`src/rtl/assert_macros.svh`:
```
// assertion macros for the frame decoder rtl
// expects clk and rst_n in the scope where a macro is used
`ifndef ASSERT_MACROS_SVH
`define ASSERT_MACROS_SVH

// property must hold at every clock edge outside reset
`define IFCD_ASSERT(label, prop, msg) \
    label: assert property (@(posedge clk) disable iff (!rst_n) (prop)) else $error(msg);

// condition must never be seen at a clock edge outside reset
`define IFCD_NEVER(label, cond, msg) \
    label: assert property (@(posedge clk) disable iff (!rst_n) !(cond)) else $error(msg);

`endif

```
`src/rtl/ifcd_pkg.sv`:
```
// shared types, frame layout constants and result codes of the ir climate frame decoder
// no dependencies
package ifcd_pkg;

    localparam int unsigned COPY_LEN = 18;
    localparam int unsigned COUNT_W  = 6;

    localparam logic [COUNT_W-1:0] SUM_END      = 6'd17;  // bytes 0..16 go into the sum
    localparam logic [COUNT_W-1:0] SECOND_START = 6'd18;
    localparam logic [COUNT_W-1:0] SECOND_END   = 6'd34;
    localparam logic [COUNT_W-1:0] PREFIX14_END = 6'd31;
    localparam logic [COUNT_W-1:0] MARK_POS     = 6'd32;
    localparam logic [COUNT_W-1:0] LAST_POS     = 6'd35;
    localparam logic [COUNT_W-1:0] COUNT_MAX    = 6'd63;

    localparam logic [7:0] HEADER_BYTE = 8'h23;
    localparam logic [7:0] MARKER_BYTE = 8'h24;

    // status codes
    localparam logic [1:0] STATUS_NONE    = 2'd0;
    localparam logic [1:0] STATUS_SUM_OK  = 2'd1;
    localparam logic [1:0] STATUS_SUM_BAD = 2'd2;

    // power codes
    localparam logic [1:0] POWER_OFF     = 2'd0;
    localparam logic [1:0] POWER_ON      = 2'd1;
    localparam logic [1:0] POWER_UNKNOWN = 2'd2;

    // mode codes
    localparam logic [2:0] MODE_FAN        = 3'd0;
    localparam logic [2:0] MODE_AUTO       = 3'd1;
    localparam logic [2:0] MODE_HEAT       = 3'd2;
    localparam logic [2:0] MODE_MAINT_HEAT = 3'd3;
    localparam logic [2:0] MODE_COOL       = 3'd4;
    localparam logic [2:0] MODE_DRY        = 3'd5;
    localparam logic [2:0] MODE_UNKNOWN    = 3'd6;

    localparam logic [2:0] FAN_MAX_SPEED = 3'd4;
    localparam logic [2:0] FAN_UNKNOWN   = 3'd5;

    // vane codes
    localparam logic [3:0] VANE_AUTO1   = 4'd0;
    localparam logic [3:0] VANE_UP      = 4'd1;
    localparam logic [3:0] VANE_UP1     = 4'd2;
    localparam logic [3:0] VANE_UP2     = 4'd3;
    localparam logic [3:0] VANE_UP3     = 4'd4;
    localparam logic [3:0] VANE_DOWN    = 4'd5;
    localparam logic [3:0] VANE_SWING   = 4'd6;
    localparam logic [3:0] VANE_AUTO2   = 4'd7;
    localparam logic [3:0] VANE_AUTO3   = 4'd8;
    localparam logic [3:0] VANE_UNKNOWN = 4'd9;

    localparam logic [3:0] WIDE_LAST_DIRECT = 4'd5;
    localparam logic [3:0] WIDE_SWING_RAW   = 4'hC;
    localparam logic [2:0] WIDE_SWING       = 3'd6;
    localparam logic [2:0] WIDE_UNKNOWN     = 3'd7;

    localparam logic [1:0] INSTALL_LEFT    = 2'd0;
    localparam logic [1:0] INSTALL_CENTER  = 2'd1;
    localparam logic [1:0] INSTALL_RIGHT   = 2'd2;
    localparam logic [1:0] INSTALL_UNKNOWN = 2'd3;

    localparam logic [8:0] TEMP_ZERO   = 9'd10;
    localparam logic [8:0] TEMP_OFFSET = 9'd16;

    // tap positions of the byte chain at the last byte of a 36-byte frame:
    // byte j (j <= 16) sits in cell 16 - j, byte 17 sits in cell 17
    localparam int unsigned TAP_B0  = 16;
    localparam int unsigned TAP_B5  = 11;
    localparam int unsigned TAP_B6  = 10;
    localparam int unsigned TAP_B7  = 9;
    localparam int unsigned TAP_B8  = 8;
    localparam int unsigned TAP_B9  = 7;
    localparam int unsigned TAP_B13 = 3;
    localparam int unsigned TAP_B14 = 2;
    localparam int unsigned TAP_B15 = 1;
    localparam int unsigned TAP_B17 = 17;
    localparam int unsigned TAP_HEAD = COPY_LEN - 1;

    typedef logic [COPY_LEN-1:0][7:0] copy_t;

    typedef struct packed {
        logic [7:0] frame_byte;
        logic       is_last;
    } byte_item_t;

    typedef struct packed {
        logic [1:0] status;
        logic [1:0] power;
        logic [2:0] mode;
        logic       isee_on;
        logic       clean_on;
        logic       plasma_on;
        logic [8:0] temperature;
        logic [2:0] fan_speed;
        logic [3:0] vane;
        logic [2:0] wide_vane;
        logic [1:0] area_mode;
        logic [1:0] install_position;
    } result_t;

    // frame checks gathered over the byte stream, handed to the decoder
    typedef struct packed {
        logic       length_ok;
        logic       repeat_ok;
        logic [7:0] sum;
    } frame_check_t;

endpackage

```
`src/rtl/ifcd_cell.sv`:
```
// one byte cell of the frame copy chain
// no dependencies
module ifcd_cell (
    input  logic       clk,
    input  logic       shift_en,
    input  logic [7:0] din,
    output logic [7:0] dout
);

    logic [7:0] data_reg;
    logic [7:0] data_next;

    always_comb
    begin
        data_next = shift_en ? din : data_reg;
    end

    always_ff @(posedge clk)
    begin
        data_reg <= data_next;
    end

    assign dout = data_reg;

endmodule

```
`src/rtl/ifcd_chain.sv`:
```
// row of byte cells holding the first copy of the frame
// shifts in new bytes, then rotates so the head meets the repeated copy; uses ifcd_pkg, ifcd_cell
module ifcd_chain (
    input  logic           clk,
    input  logic           shift_en,
    input  logic           load_new,
    input  logic [7:0]     frame_byte,
    output ifcd_pkg::copy_t taps
);

    genvar i;
    generate
        for (i = 0; i < ifcd_pkg::COPY_LEN; i++)
        begin : g_cell
            logic [7:0] cell_din;
            if (i == 0)
            begin : g_first
                // new byte while filling, head wraps around afterwards
                assign cell_din = load_new ? frame_byte : taps[ifcd_pkg::TAP_HEAD];
            end
            else
            begin : g_rest
                assign cell_din = taps[i-1];
            end
            ifcd_cell u_cell (
                .clk      (clk),
                .shift_en (shift_en),
                .din      (cell_din),
                .dout     (taps[i])
            );
        end
    endgenerate

endmodule

```
`src/rtl/ifcd_decode.sv`:
```
// field decoder: turns the stored frame bytes into the result codes
// uses ifcd_pkg
module ifcd_decode (
    input  ifcd_pkg::copy_t        taps,
    input  ifcd_pkg::frame_check_t check,
    output ifcd_pkg::result_t      result
);

    logic [7:0] b0, b5, b6, b7, b8, b9, b13, b14, b15, b17;
    logic       recog;
    ifcd_pkg::result_t fields;

    assign b0  = taps[ifcd_pkg::TAP_B0];
    assign b5  = taps[ifcd_pkg::TAP_B5];
    assign b6  = taps[ifcd_pkg::TAP_B6];
    assign b7  = taps[ifcd_pkg::TAP_B7];
    assign b8  = taps[ifcd_pkg::TAP_B8];
    assign b9  = taps[ifcd_pkg::TAP_B9];
    assign b13 = taps[ifcd_pkg::TAP_B13];
    assign b14 = taps[ifcd_pkg::TAP_B14];
    assign b15 = taps[ifcd_pkg::TAP_B15];
    assign b17 = taps[ifcd_pkg::TAP_B17];

    assign recog = check.length_ok && check.repeat_ok && (b0 == ifcd_pkg::HEADER_BYTE);

    always_comb
    begin
        fields = '0;

        fields.status = (check.sum == b17) ? ifcd_pkg::STATUS_SUM_OK
                                           : ifcd_pkg::STATUS_SUM_BAD;

        if (b5 == 8'h00)
            fields.power = ifcd_pkg::POWER_OFF;
        else if (b5 == 8'h20)
            fields.power = ifcd_pkg::POWER_ON;
        else
            fields.power = ifcd_pkg::POWER_UNKNOWN;

        unique case (b6 & 8'h38)
            8'h38:   fields.mode = ifcd_pkg::MODE_FAN;
            8'h20:   fields.mode = ifcd_pkg::MODE_AUTO;
            8'h08:   fields.mode = (b15 == 8'h20) ? ifcd_pkg::MODE_MAINT_HEAT
                                                  : ifcd_pkg::MODE_HEAT;
            8'h18:   fields.mode = ifcd_pkg::MODE_COOL;
            8'h10:   fields.mode = ifcd_pkg::MODE_DRY;
            default: fields.mode = ifcd_pkg::MODE_UNKNOWN;
        endcase

        fields.isee_on   = b6[6];
        fields.clean_on  = b14[2];
        fields.plasma_on = b15[6];

        fields.temperature = (b7 == 8'h00) ? ifcd_pkg::TEMP_ZERO
                                           : ({1'b0, b7} + ifcd_pkg::TEMP_OFFSET);

        fields.fan_speed = (b9[2:0] <= ifcd_pkg::FAN_MAX_SPEED) ? b9[2:0]
                                                                : ifcd_pkg::FAN_UNKNOWN;

        unique case (b9 & 8'hF8)
            8'h40:   fields.vane = ifcd_pkg::VANE_AUTO1;
            8'h48:   fields.vane = ifcd_pkg::VANE_UP;
            8'h50:   fields.vane = ifcd_pkg::VANE_UP1;
            8'h58:   fields.vane = ifcd_pkg::VANE_UP2;
            8'h60:   fields.vane = ifcd_pkg::VANE_UP3;
            8'h68:   fields.vane = ifcd_pkg::VANE_DOWN;
            8'h78:   fields.vane = ifcd_pkg::VANE_SWING;
            8'h80:   fields.vane = ifcd_pkg::VANE_AUTO2;
            8'hB8:   fields.vane = ifcd_pkg::VANE_AUTO3;
            default: fields.vane = ifcd_pkg::VANE_UNKNOWN;
        endcase

        if (b8[7:4] <= ifcd_pkg::WIDE_LAST_DIRECT)
            fields.wide_vane = b8[6:4];
        else if (b8[7:4] == ifcd_pkg::WIDE_SWING_RAW)
            fields.wide_vane = ifcd_pkg::WIDE_SWING;
        else
            fields.wide_vane = ifcd_pkg::WIDE_UNKNOWN;

        fields.area_mode = b13[7:6];

        unique case (b14 & 8'h18)
            8'h08:   fields.install_position = ifcd_pkg::INSTALL_LEFT;
            8'h10:   fields.install_position = ifcd_pkg::INSTALL_CENTER;
            8'h18:   fields.install_position = ifcd_pkg::INSTALL_RIGHT;
            default: fields.install_position = ifcd_pkg::INSTALL_UNKNOWN;
        endcase
    end

    // everything reads zero for a frame that is not recognized
    assign result = recog ? fields : '0;

endmodule

```
`src/rtl/ir_climate_frame_decoder_core.sv`:
```
// ir climate frame decoder top: one byte transfer per cycle, one result per frame
// latency: the result is valid the cycle after the last byte's transfer
// throughput: one byte per cycle, held back only by a last byte while a result waits
// reset: rst_n async active low zeroes count, sum and marker, sets both match flags, drops
// the output valid; byte cells and the result payload keep no reset value
// uses ifcd_pkg, ifcd_chain, ifcd_decode and assert_macros.svh
`include "assert_macros.svh"

module ir_climate_frame_decoder_core (
    input  logic                 clk,
    input  logic                 rst_n,

    input  logic                 byte_valid,
    output logic                 byte_ready,
    input  ifcd_pkg::byte_item_t byte_data,

    output logic                 result_valid,
    input  logic                 result_ready,
    output ifcd_pkg::result_t    result_data
);

    // frame tracking state
    logic [ifcd_pkg::COUNT_W-1:0] count_reg, count_next;
    logic [7:0]                   sum_reg, sum_next;
    logic                         match14_reg, match14_next;
    logic                         match17_reg, match17_next;
    logic                         marker_reg, marker_next;

    // output register
    logic                         result_valid_reg, result_valid_next;
    ifcd_pkg::result_t            result_data_reg, result_data_next;

    logic                         byte_xfer;
    logic                         last_xfer;
    logic                         filling;
    logic                         in_second;
    logic                         mismatch;

    ifcd_pkg::copy_t              taps;
    ifcd_pkg::frame_check_t       check;
    ifcd_pkg::result_t            decoded;

    // a byte that ends no frame never needs the output register,
    // so only a last byte waits for a pending result to drain
    assign byte_ready = !result_valid_reg || result_ready || !byte_data.is_last;
    assign byte_xfer  = byte_valid && byte_ready;
    assign last_xfer  = byte_xfer && byte_data.is_last;

    // first 18 bytes fill the chain, every later byte rotates it
    assign filling   = (count_reg < ifcd_pkg::SECOND_START);
    assign in_second = (count_reg >= ifcd_pkg::SECOND_START) &&
                       (count_reg <= ifcd_pkg::SECOND_END);
    // during the second copy the chain head holds the matching first-copy byte
    assign mismatch  = (taps[ifcd_pkg::TAP_HEAD] != byte_data.frame_byte);

    ifcd_chain u_chain (
        .clk        (clk),
        .shift_en   (byte_xfer),
        .load_new   (filling),
        .frame_byte (byte_data.frame_byte),
        .taps       (taps)
    );

    // checks for the frame as it stands before this byte; the last byte of a
    // 36-byte frame changes none of them
    always_comb
    begin
        check.length_ok = (count_reg == ifcd_pkg::LAST_POS);
        check.repeat_ok = match17_reg || (match14_reg && marker_reg);
        check.sum       = sum_reg;
    end

    ifcd_decode u_decode (
        .taps   (taps),
        .check  (check),
        .result (decoded)
    );

    // frame tracking next state
    always_comb
    begin
        count_next   = count_reg;
        sum_next     = sum_reg;
        match14_next = match14_reg;
        match17_next = match17_reg;
        marker_next  = marker_reg;

        if (byte_xfer)
        begin
            if (byte_data.is_last)
            begin
                // end of frame: back to the start-of-frame values
                count_next   = '0;
                sum_next     = '0;
                match14_next = 1'b1;
                match17_next = 1'b1;
                marker_next  = 1'b0;
            end
            else
            begin
                if (count_reg < ifcd_pkg::SUM_END)
                    sum_next = sum_reg + byte_data.frame_byte;
                if (in_second && mismatch)
                begin
                    match17_next = 1'b0;
                    if (count_reg <= ifcd_pkg::PREFIX14_END)
                        match14_next = 1'b0;
                end
                if (count_reg == ifcd_pkg::MARK_POS)
                    marker_next = (byte_data.frame_byte == ifcd_pkg::MARKER_BYTE);
                if (count_reg != ifcd_pkg::COUNT_MAX)
                    count_next = count_reg + 1'b1;
            end
        end
    end

    // output register next state
    always_comb
    begin
        result_valid_next = result_valid_reg;
        result_data_next  = result_data_reg;
        if (last_xfer)
        begin
            result_valid_next = 1'b1;
            result_data_next  = decoded;
        end
        else if (result_ready)
        begin
            result_valid_next = 1'b0;
        end
    end

    always_ff @(posedge clk or negedge rst_n)
    begin
        if (!rst_n)
        begin
            count_reg        <= '0;
            sum_reg          <= '0;
            match14_reg      <= 1'b1;
            match17_reg      <= 1'b1;
            marker_reg       <= 1'b0;
            result_valid_reg <= 1'b0;
        end
        else
        begin
            count_reg        <= count_next;
            sum_reg          <= sum_next;
            match14_reg      <= match14_next;
            match17_reg      <= match17_next;
            marker_reg       <= marker_next;
            result_valid_reg <= result_valid_next;
        end
    end

    // payload only, no reset
    always_ff @(posedge clk)
    begin
        result_data_reg <= result_data_next;
    end

    assign result_valid = result_valid_reg;
    assign result_data  = result_data_reg;

    // a pending result is never overwritten by a new frame end
    `IFCD_NEVER(a_no_result_overwrite,
        result_valid_reg && !result_ready && last_xfer,
        "result overwritten before transfer")
    // a byte inside a frame never produces a result
    `IFCD_ASSERT(a_no_result_mid_frame,
        (byte_xfer && !byte_data.is_last) |=> !$rose(result_valid_reg),
        "result raised without a last byte")
    // the frame count restarts after each frame end
    `IFCD_ASSERT(a_count_restart,
        last_xfer |=> (count_reg == '0) && match14_reg && match17_reg && !marker_reg,
        "frame state not restarted")
    // a full 14-byte repeat is implied by a full 17-byte repeat
    `IFCD_NEVER(a_match_order,
        match17_reg && !match14_reg,
        "match flags out of order")

endmodule
```
`config.mk`:
```
export PLATFORM = sky130hd
export DESIGN_NAME = ir_climate_frame_decoder_core
export DESIGN_NICKNAME = d
export VERILOG_FILES = /design/src/rtl/ifcd_pkg.sv /design/src/rtl/ifcd_cell.sv /design/src/rtl/ifcd_chain.sv /design/src/rtl/ifcd_decode.sv /design/src/rtl/ir_climate_frame_decoder_core.sv
export VERILOG_INCLUDE_DIRS = /design/src /design/src/rtl
export SDC_FILE = /design/constraint.sdc
export NUM_CORES = 1
export LEC_CHECK = 0
export BUFFER_PORTS_ARGS = -buffer_cell sky130_fd_sc_hd__buf_2
export CORE_UTILIZATION = 55
export DETAILED_ROUTE_END_ITERATION = 10
export PLACE_DENSITY = 0.81
export SLEW_MARGIN = 40
export SYNTH_ARGS = -nofsm -noshare
export SYNTH_HDL_FRONTEND = slang
export SYNTH_HIERARCHICAL = 1
export SYNTH_SLANG_ARGS = --single-unit
```
`constraint.sdc`:
```
create_clock -name clk -period 7.1 [get_ports clk]
set_input_delay 2.13 -clock clk [delete_from_list [all_inputs] [get_ports clk]]
set_output_delay 2.13 -clock clk [all_outputs]
set_load 0.05 [all_outputs]
```
* After elaboration in Yosys (flattened, before gate mapping)
Cells that the tools add are included.
Cells by class: add/sub/neg operators 3, $lt $le $gt $ge 7, equal/unequal tests 27, mux-type cells 24, bitwise logic cells 1, reduce and logical (&&, ||, !) cells 28
Operators by type and width (count):
- one-hot mux 4 bit (9 select lines) | 1
- equality test 5 x 4 -> 1 bit (second input constant) | 7
- equality test 8 x 6 -> 1 bit (second input constant) | 4
- two-way mux 8 bit | 3
- zero test 8 bit | 2
- one-hot mux 3 bit (5 select lines) | 1
- equality test 6 bit (second input constant) | 2
- < comparator 6 x 5 -> 1 bit (second input constant) | 2
- two-way mux 6 bit | 2
- nonzero test 2 bit | 6
- two-way mux 1 bit | 11
- equality test 5 bit (second input constant) | 2
- AND reduction 2 bit | 5
- adder 8 x 5 -> 9 bit (second input constant) | 1
- adder 8 bit | 1
- equality test 8 bit | 1
- != test 8 bit | 1
- logical AND 1 bit | 7
- adder 6 x 1 -> 6 bit (second input constant) | 1
- equality test 3 x 2 -> 1 bit (second input constant) | 2
- equality test 3 bit (second input constant) | 2
- greater-or-equal comparator 6 x 5 -> 1 bit (second input constant) | 1
- less-or-equal comparator 6 x 5 -> 1 bit (second input constant) | 1
- less-or-equal comparator 6 bit (second input constant) | 1
- 16 further kinds | 23
Storage, ports and cells: register bits 195, input port bits 13, output and inout bits 35, logic and storage cells 128

* Longest topological paths before layout
depth in word-level cells 6, depth in mapped cells 8, depth with buffers taken out 7

* By module
The synthesis kept the hierarchy.
By module, submodules not included:
- ifcd_cell | times used 18, cells an instance 8, area each 240.2 um^2, sequential area each 240.2 um^2
- ir_climate_frame_decoder_core | times used 1, cells an instance 187, area each 2344.7 um^2, sequential area each 1443.9 um^2
- ifcd_decode | times used 1, cells an instance 94, area each 635.6 um^2, sequential area each 0.0 um^2
- ifcd_chain | times used 1, cells an instance 9, area each 131.4 um^2, sequential area each 0.0 um^2

* Worst setup path before layout
OpenSTA, ideal clock, no wires.
path type input-to-reg, start input byte_data[0] (netlist bit), end register result_data_reg, in the netlist result_data[0] (enable), library setup time 0.390 ns, arrival 7.074 ns, data required time 6.710 ns, slack -0.364 ns, cell stages on the path 6, buffers on the path 1, cell sequence buf_2 > nand3b_1 > nand2_1 > inv_1 > nand2_1 > inv_1
On the way: longest elaborated chain between the ends 4
Ends and longest elaborated chain:
- start: declaration | RTL line ir_climate_frame_decoder_core.sv:15 | input ifcd_pkg::byte_item_t byte_data,
- zero test 1 bit | RTL line ir_climate_frame_decoder_core.sv:45 | assign byte_ready = !result_valid_reg || result_ready || !byte_data.is_last;
- logical OR 1 bit | RTL line ir_climate_frame_decoder_core.sv:45
- via byte_ready | RTL line ir_climate_frame_decoder_core.sv:14 | output logic byte_ready,
- logical AND 1 bit | RTL line ir_climate_frame_decoder_core.sv:46 | assign byte_xfer = byte_valid && byte_ready;
- via byte_xfer | RTL line ir_climate_frame_decoder_core.sv:33 | logic byte_xfer;
- logical AND 1 bit | RTL line ir_climate_frame_decoder_core.sv:47 | assign last_xfer = byte_xfer && byte_data.is_last;
- via last_xfer | RTL line ir_climate_frame_decoder_core.sv:34 | logic last_xfer;
- end signal: assignment | RTL line ir_climate_frame_decoder_core.sv:158 | result_data_reg <= result_data_next;
- end: declaration | RTL line ir_climate_frame_decoder_core.sv:31 | ifcd_pkg::result_t result_data_reg, result_data_next;
The timed path passes the listed nets, and every way through them passes these cells. A chain may end at the register's enable or synchronous reset.

* Worst setup path after layout
start input byte_data[0] (netlist bit), end output byte_ready
On the way: longest elaborated chain between the ends 2
Ends and longest elaborated chain (RTL line):
- zero test 1 bit | ir_climate_frame_decoder_core.sv:45
- logical OR 1 bit | ir_climate_frame_decoder_core.sv:45
- end: declaration | ir_climate_frame_decoder_core.sv:14
Every way passes these cells.

==> run_results.csv <==
group,metric,value,unit
layout,largest_reg_flops,144,
yosys,synth_top_family_by_area,"simple AND/OR/NAND/NOR gates",
hold_path,hold_depth,0,
layout,final_layout_size_suffix_gt1_frac,0.196,
clock_tree,cts_resized,0,
clock_tree,clk_latency,0.43,ns
drt,drcViolationCount,0,
grt,gr-usage-met3,0.0430,
power_and_ir_drop,power_leakage,3.10,nW
drt,drt_iter0_markers,309,
clock_tree,clk_pin_slew_worst_paths,0.07,ns
place,hpwlAfterDp,7.89,mm
setup_path,critPathKind,"input pin to output port",
floorplanning,chipHeight,118,microns
grt,grt_pass1_vias,3706,
yosys,synthMuxAreaShare,0.0162,
drt,wl,12.6,mm
clock_tree,cts_tree,"built",
grt,grt_pass1_wl,19.7,mm
clock_tree,cts_inserted_buffers,17,
power_and_ir_drop,vdd_drop_max,0.144,mV
layout,final_nets,528,
sta,finalSetupTns,0,ns
drt,first_pass_iters,5,
yosys,synth_edf_count,177,
drt,vias,3861,
floorplanning,rows,42,
setup_path,reg2reg_depth,5,
grt,grt-busiest-layer,"met2",
yosys,synthSimpleGateAreaFrac,0.0814,
hold_path,min_to,"u_chain/g_cell[3].u_cell/dout[5]",
yosys,postSynthAreaPerCell,17.1,sq um
floorplanning,boundaryPins,48,
place,portBuffers,47,
yosys,yosys.area_share.xor_xnor,0.0294,
setup_path,crit_fanout,11,
yosys,synth-compound-area-share,0.0559,
power_and_ir_drop,p_int,1.98,mW
setup_path,regToRegEndpoint,"result_data[28]",
yosys,synthTopCellsByArea,"edfxtp_1, dfrtp_1, ha_1, mux2_4, xnor2_1",
grt,met1_usage,0.248,
setup_path,cp.required,4.97,ns
setup_path,r2r-start,"count_reg[2]",
layout,final_area,8480,sq um
power_and_ir_drop,finalPower,2.58,mW
power_and_ir_drop,swShare,0.233,
sta,setup_viol,0,
setup_path,cp.arrival,2.74,ns
grt,grt_use_total,0.191,
power_and_ir_drop,clock_power_share,0.369,
clock_tree,cts_sinks,195,
clock_tree,cts_setup_buffers,0,
layout,n_antenna_cell,0,
yosys,syn-num-nets,463,
grt,grtUsageMet2,0.306,
drt,ant_nets,0,
sta,finClkSkew,0.0111,ns
hold_path,hold_start,"u_chain/g_cell[2].u_cell/dout[5]",
grt,antenna_found_initial,0,
sta,hold_violations,0,
setup_path,regToRegSetupSlack,4.33,ns
flow_run,cap_violations,0,
drt,avgViaCountPerCell,5.62,
power_and_ir_drop,p_per_area,304,nW/um^2
sta,slew_viol_final,0,
yosys,ys_types,52,
hold_path,hold_path_class,"flip-flop to flip-flop",
grt,overflow,0,
power_and_ir_drop,power_frac_comb,0.086,
yosys,netlist_area,7440,sq um
clock_tree,cts-htree-levels,4,
outcome,outcome,"finished, final reports clean",
yosys,yosysTopAreaCell,"edfxtp_1",
floorplanning,dieArea,14000,sq um
setup_path,cp-end-kind,"output port",
clock_tree,cts_root_buf,"clkbuf_16",
setup_path,start_kind,"input pin",
sta,rsz0062_at_grt,"no",
clock_tree,ctsHoldBuffers,0,
sta,post-route-period-util,0.687,
floorplanning,floorplan.initialDensity,0.564,
yosys,synthFlopType,"edfxtp_1",
power_and_ir_drop,p_seq_frac,0.545,
floorplanning,die_w,118,microns
sta,max_freq,205,MHz
sta,slew_headroom,0.460,
yosys,synthAdderAreaFrac,0.0279,
yosys,synth-seq-cells,195,
drt,wl_per_cell,18.3,microns
power_and_ir_drop,p_sw,0.602,mW
grt,grt_start_max_net_pins,96,
yosys,synth_top_area_frac,0.715,
place,routabilityCongestion,0.780,
yosys,seq_area_frac_synth,0.776,
yosys,async_flop_share,0.0923,
place,place_area,7890,sq um
clock_tree,cts_buffer_depth,2,
layout,syn_to_final_growth,14.1,%
layout,nFillCells,892,
yosys,syn_inst,434,
sta,min_period,4.87,ns
yosys,yosysWarnings,6,
sta,worst_pin_slew,0.810,ns
floorplanning,coreArea,13200,sq um
[cell type report]
class / count / area [sq um] / share of cell area
timing repair buffer: 51 / 269 / 0.0317
sequential: 195 / 5770 / 0.680
inverter: 14 / 56.3 / 0.00664
tap: 176 / 220 / 0.0260
clock inverter: 14 / 161 / 0.0190
clock buffer: 17 / 425 / 0.0501
multi-input combinational: 220 / 1580 / 0.187
[power by group through the flow]
stage	sequential (mW)	combinational [mW]	clock, mW
floorplan	1.43	0.147	0
CTS	1.41	0.222	0.965
global route	1.42	0.243	1.01
global placement	1.43	0.210	0
finish	1.41	0.222	0.951
detailed placement	1.43	0.220	0
[cell families after synthesis]
kind of cell               count (synthesis)
AOI/OAI and AO/OA                         62
xor gates and xnor gates                  25
adders and majority gates                 16
buffers and inverters                     19
DFF                                      195
muxes                                      8
and+or+nand+nor                          109
[how the worst max path moves through the flow]
stage                  from        endpoint
2_1_floorplan  byte_data[0]  result_data[0]
3_3_place_gp   byte_data[0]      byte_ready
3_5_place_dp   byte_data[0]      byte_ready
4_1_cts        byte_data[0]      byte_ready
5_1_grt        byte_data[0]      byte_ready
6_report       byte_data[0]      byte_ready
[critical path, cell delays in order]
cell and delay [ns]:
buf_2 0.17, nand3b_1 0.16, buf_2 0.29
[per-layer routing]
metal | vias to the layer above | wire [microns]
li1 | 1790 | -
met1 | 1920 | 5470
met2 | 127 | 6150
met3 | 24 | 654
met4 | 0 | 290
met5 | - | 0
[per-stage QoR]
step	utilization	std cells	hold slack, ns	worst slack, ns
2_1_floorplan	-	434	0.400	0.700
3_3_place_gp	0.598	656	0.401	2.26
3_5_place_dp	0.598	656	0.405	2.24
4_1_cts	0.643	687	0.415	2.23
5_1_grt	0.643	687	0.425	2.20
6_report	0.643	687	0.416	2.23
[cell usage after synthesis, drive strengths merged, types with 2 or more instances]
cell type,instances
nand2,20
a22o,2
dfstp,2
or3,3
o21bai,2
or4b,3
xnor2,13
nor3b,4
a21o,3
nor2b,4
nand3,8
a211oi,9
ha,15
o211ai,3
mux2,8
and2,12
nor2,19
dfrtp,16
o21a,4
nand3b,2
a21oi,13
nor4,6
nor4b,4
or4,2
and3,2
buf,5
or2,2
nor3,8
edfxtp,177
xor2,12
nand2b,6
inv,14
o2111a,2
o21ai,17
nand4,3
[layout by cell type (no fill, tap or decap), drive strengths merged, types with 12 or more instances in the layout]
cell type,n
xor2,12
xnor2,13
nand2,20
and2,12
inv,15
ha,15
dfrtp,16
clkbuf,17
a21oi,13
edfxtp,177
o21ai,17
buf,51
nor2,19
No activity file was read; power rests on OpenSTA's default activity.
